File: config.mk
export PLATFORM = sky130hd
export DESIGN_NAME = utf8_to_code_point_decoder_core
export DESIGN_NICKNAME = d
export VERILOG_FILES = /design/src/rtl/utf8d_pkg.sv /design/src/rtl/utf8_to_code_point_decoder_core.sv
export SDC_FILE = /design/constraint.sdc
export NUM_CORES = 1
export LEC_CHECK = 0
export ABC_AREA = 0
export BUFFER_PORTS_ARGS = -buffer_cell sky130_fd_sc_hd__buf_2
export CORE_MARGIN = 1.5
export CORE_UTILIZATION = 43
export CTS_CLUSTER_DIAMETER = 120
export DETAILED_ROUTE_END_ITERATION = 7
export GPL_ROUTABILITY_DRIVEN = 1
export GPL_TIMING_DRIVEN = 0
export HOLD_SLACK_MARGIN = 0.03
export PLACE_DENSITY = 0.69
export SYNTH_ARGS = -nofsm -noshare
export SYNTH_HDL_FRONTEND = slang
export SYNTH_SLANG_ARGS = --single-unit
File: constraint.sdc
create_clock -name clk_i -period 4.3 [get_ports clk_i]
set_clock_uncertainty 0.15 [all_clocks]
set_input_delay 0.645 -clock clk_i [delete_from_list [all_inputs] [get_ports clk_i]]
set_output_delay 0.645 -clock clk_i [all_outputs]
set_load 0.01 [all_outputs]
File: src/rtl/utf8d_pkg.sv
// ----------------------------------------------------------------------------
// utf8d_pkg
// Shared widths and byte-classification constants of the UTF-8 decoder.
// ----------------------------------------------------------------------------
package utf8d_pkg;

  localparam int unsigned ByteW  = 8;
  localparam int unsigned CpW    = 21;
  localparam int unsigned CountW = 2;

  // Top-bit masks and markers of the lead byte forms.
  localparam logic [ByteW-1:0] ContMarker = 8'h80;
  localparam logic [ByteW-1:0] Mask2      = 8'hE0;
  localparam logic [ByteW-1:0] Lead2      = 8'hC0;
  localparam logic [ByteW-1:0] Mask3      = 8'hF0;
  localparam logic [ByteW-1:0] Lead3      = 8'hE0;
  localparam logic [ByteW-1:0] Mask4      = 8'hF8;
  localparam logic [ByteW-1:0] Lead4      = 8'hF0;

  localparam logic [CountW-1:0] Follow1 = 2'd1;
  localparam logic [CountW-1:0] Follow2 = 2'd2;
  localparam logic [CountW-1:0] Follow3 = 2'd3;

endpackage

File: src/rtl/utf8_to_code_point_decoder_core.sv
// ----------------------------------------------------------------------------
// utf8_to_code_point_decoder_core
// Decodes a UTF-8 byte stream into code points, one byte per beat.
// ----------------------------------------------------------------------------
// Path: a completing byte goes via the input register to the result register.
// Throughput: one byte per cycle while no result waits on a stalled output,
// set by the combinational update of the pending count and accumulator between
// the input and result registers. Reset: asynchronous, active low; clears both
// stages and the decode state, so no sequence is open after reset.
module utf8_to_code_point_decoder_core (
  input  logic                         clk_i,
  input  logic                         rst_ni,
  input  logic                         in_valid_i,
  output logic                         in_ready_o,
  input  logic [utf8d_pkg::ByteW-1:0]  data_byte_i,
  output logic                         out_valid_o,
  input  logic                         out_ready_i,
  output logic [utf8d_pkg::CpW-1:0]    code_point_o,
  output logic                         bad_lead_o
);

  // Input register.
  logic                         s1_valid_q;
  logic [utf8d_pkg::ByteW-1:0]  s1_byte_q;

  // Decode state.
  logic [utf8d_pkg::CountW-1:0] pend_q, pend_d;
  logic [utf8d_pkg::CpW-1:0]    acc_q, acc_d;

  // Result register.
  logic                         out_valid_q;
  logic [utf8d_pkg::CpW-1:0]    cp_q, cp_d;
  logic                         bad_q, bad_d;

  logic emit;
  logic s1_fire;
  logic [utf8d_pkg::CpW-1:0] acc_shift;

  assign acc_shift = {acc_q[utf8d_pkg::CpW-7:0], 6'd0}
                   | {13'd0, s1_byte_q ^ utf8d_pkg::ContMarker};

  always_comb begin
    pend_d = pend_q;
    acc_d  = acc_q;
    emit   = 1'b0;
    cp_d   = '0;
    bad_d  = 1'b0;
    if (pend_q != '0) begin
      // Any byte inside an open sequence is taken as a following byte.
      pend_d = pend_q - 2'd1;
      if (pend_q == utf8d_pkg::Follow1) begin
        emit  = 1'b1;
        cp_d  = acc_shift;
        acc_d = '0;
      end else begin
        acc_d = acc_shift;
      end
    end else if (!s1_byte_q[7]) begin
      emit = 1'b1;
      cp_d = {13'd0, s1_byte_q};
    end else if ((s1_byte_q & utf8d_pkg::Mask2) == utf8d_pkg::Lead2) begin
      acc_d  = {13'd0, s1_byte_q ^ utf8d_pkg::Lead2};
      pend_d = utf8d_pkg::Follow1;
    end else if ((s1_byte_q & utf8d_pkg::Mask3) == utf8d_pkg::Lead3) begin
      acc_d  = {13'd0, s1_byte_q ^ utf8d_pkg::Lead3};
      pend_d = utf8d_pkg::Follow2;
    end else if ((s1_byte_q & utf8d_pkg::Mask4) == utf8d_pkg::Lead4) begin
      acc_d  = {13'd0, s1_byte_q ^ utf8d_pkg::Lead4};
      pend_d = utf8d_pkg::Follow3;
    end else begin
      emit  = 1'b1;
      bad_d = 1'b1;
    end
  end

  // A byte that yields no result never waits on the output side.
  assign s1_fire    = s1_valid_q && (!emit || !out_valid_q || out_ready_i);
  assign in_ready_o = !s1_valid_q || s1_fire;

  always_ff @(posedge clk_i or negedge rst_ni) begin
    if (!rst_ni) begin
      s1_valid_q  <= 1'b0;
      pend_q      <= '0;
      acc_q       <= '0;
      out_valid_q <= 1'b0;
    end else begin
      if (in_ready_o) begin
        s1_valid_q <= in_valid_i;
      end
      if (s1_fire) begin
        pend_q <= pend_d;
        acc_q  <= acc_d;
      end
      if (s1_fire && emit) begin
        out_valid_q <= 1'b1;
      end else if (out_ready_i) begin
        out_valid_q <= 1'b0;
      end
    end
  end

  always_ff @(posedge clk_i) begin
    if (in_ready_o && in_valid_i) begin
      s1_byte_q <= data_byte_i;
    end
    if (s1_fire && emit) begin
      cp_q  <= cp_d;
      bad_q <= bad_d;
    end
  end

  assign out_valid_o  = out_valid_q;
  assign code_point_o = cp_q;
  assign bad_lead_o   = bad_q;

endmodule

==> results.txt <==
Slew Limit Fails - 0
Top cells by area, synth - edfxtp_1, dfrtp_1, mux2i_1
Routability Congestion - 0.802
Ant. Diodes - 0
Overflow after GRT - 0
Final core utilization - 0.537
Register-to-register setup slack - 1810 ps
Crit-path max FO - 6
CTS sink cnt - 49
Worst rel slew slack - 0.366
# setup viols final - 0
First-pass GRT wire length - 6.24 mm
Switching share of power - 0.311
Initial DRC count - 66
Latest clock arrival within the worst-skew pair - 300 ps
Crit path time final - 2700 ps
Die Y-Extent - 71.7 um
Post-CTS Setup Bufs - 0
Power Internal - 1030 uW
Vias after detailed routing - 1290
Layout cells sized above 1 - 0.279
Register area share after synthesis - 0.679
F_max - 370 MHz
Starting density of the core - 0.456
Required time of the critical path - 3500 ps
Peak supply drop - 0.241 mV
Post-synth EDFFs - 30
Root buffer cell - clkbuf_8
Total routed wirelength - 3.69 mm
GRT Resource Usage Total - 0.163
Yosys warning count - 0
Syn avg cell area - 13.8 um^2
CTS tree - done
Largest net degree at the start of global routing - 23
Hold Buf Count CTS - 0
Flop pwr share - 0.475
Placed Cells incl. Taps - 234
Post-synth top area share - 0.444
Drt wl/cell - 15.2 um
Layout Area Growth over Synthesis - 17.8%
Clock network fraction of design power - 0.226
Post-route DRC - 3
Mapped Nets - 159
Max Root-Sink Buffers - 2
Initial DRT Pass Iterations - 6
Critical Path Source Type - register
Ys async rst share - 0.388
Ports - 36
Mapped cell area - 2030 um^2
Die width - 71.7 um
Worst Hold Class - in2async
H-tree levels - 2
Synth area leader - edfxtp_1
Vias/cell - 5.33
Critical path class - reg2out
Total clock buffers created by CTS - 5
Worst-margin pin slew - 951 ps
Vias in the first global route - 1313
Endpoints failing hold - 0
RSZ-0062 raised after global routing - false
Finished Layout Cells - 242
Cell row count - 24
Core Box Area - 4440 um^2
I/O Buffers - 35
Design Power - 1490 uW
Power Dens Cells - 623 nW/um^2
Multi-input logic area - 549 um^2
Clk pin slew, worst setup/hold paths - 90 ps
Synth Flop Type - edfxtp_1
Failing checks - DRC
DP HPWL - 2.59 mm
Arr. time, crit path - 1910 ps
Fillcell total - 386
Max-Cap Viols - 0
TNS Setup - 0 ps
DIE AREA - 5140 um^2
Status - finished with violations
Post-Synthesis Cells - 147
Synth Register Bits - 49
Final Cycle Share - 0.629
Initial antenna violation count - 0
NumNets Final - 201
Cell variety after synth - 34
CTS-repair resized insts - 0
Register area - 1380 um^2
Worst Setup End Kind - output port
Switching pwr - 463 uW
Leakage - 0.00100 uW
Final ANT Viol Nets - 0
Comb pwr share - 0.299
metrics by stage:
step / worst slack [ps] / hold slack [ps] / cell area (um^2)
final: 1600 / 124 / 2390
after global routing: 1430 / 160 / 2390
after CTS: 1600 / 147 / 2390
after detailed placement: 1840 / 361 / 2270
after global placement: 1930 / 353 / 2270
after floorplan: 2230 / 199 / 2030
power groups by stage:
stage                     registers, uW  clock network (uW)  logic (uW)
final                               706                 337         445
after global routing                720                 369         488
after CTS                           707                 343         451
after detailed placement            717                   0         449
after global placement              713                   0         434
after floorplan                     735                   0         284
layer usage:
metal	track usage	wire, um	vias up
met5	0	0	-
met4	0.0797	129	0
met3	0.0394	156	14
met2	0.269	1780	43
met1	0.201	1620	633
li1	-	-	600
critical path, stage by stage, from the launching register on:
cell,delay (ps)
edfxtp_1,490
and3_1,190
o311ai_0,590
nor2_1,140
inv_1,80
buf_2,120
path summary, 6_finish.rpt:
path                           startpoint  cells after the start            to
max in group asynchronous          rst_ni                      1     acc_q[10]
hold reg to reg                 acc_q[10]                      2     acc_q[10]
setup / recovery             s1_byte_q[5]                      5    in_ready_o
hold / removal                     rst_ni                      1      acc_q[2]
min in group clk_i         data_byte_i[1]                      1  s1_byte_q[1]
setup reg to reg             s1_byte_q[5]                      4  s1_byte_q[3]
logic make-up (layout without fill, tap and decap cells):
logic type | after synthesis | in the layout | synth area share
multiplexers | 13 | 13 | 0.0765
buffers and inverters | 21 | 64 | 0.0506
AND/OR/NAND/NOR | 46 | 46 | 0.126
AO/OA/AOI/OAI | 18 | 18 | 0.0679
flip-flops | 49 | 49 | 0.679
cell type report:
class | instances | share of cell area
well taps | 52 | 0.0272
clock buffers | 6 | 0.0346
multi-input cells | 77 | 0.230
clock inverters | 2 | 0.0157
inverters | 14 | 0.0220
plain buffers | 7 | 0.0210
flip-flops and latches | 49 | 0.576
repair buffers | 35 | 0.0733
cell usage after synthesis, types with 3 or more instances:
cell type / instances
nor2_1: 4
nand2_1: 8
dfrtp_1: 19
and2_1: 7
clkbuf_1: 4
a21oi_1: 3
and3_1: 6
mux2i_1: 8
nor2b_1: 5
inv_1: 14
edfxtp_1: 30
nor3_1: 9
mux2_4: 5
sequential cells by signal, indices dropped and copies added (netlist names):
signal and flops:
code_point_o 21, acc_q 15, pend_q 2, out_valid_o 1
bad_lead_o 1, s1_valid_q 1, s1_byte_q 8
layout by cell type (no fill, tap or decap), drive strengths merged, types with 3 or more instances in the layout:
master	synthesis	routed
o31ai	3	3
nor2b	6	6
and2	7	7
inv	14	14
o21ai	4	4
edfxtp	30	30
clkbuf	4	10
mux2i	8	8
buf	3	38
nor2	4	4
dfrtp	19	19
a21oi	3	3
nand2	8	8
and3	6	6
nor3	9	9
mux2	5	5
Note: power is estimated with default switching activity, not from simulation.
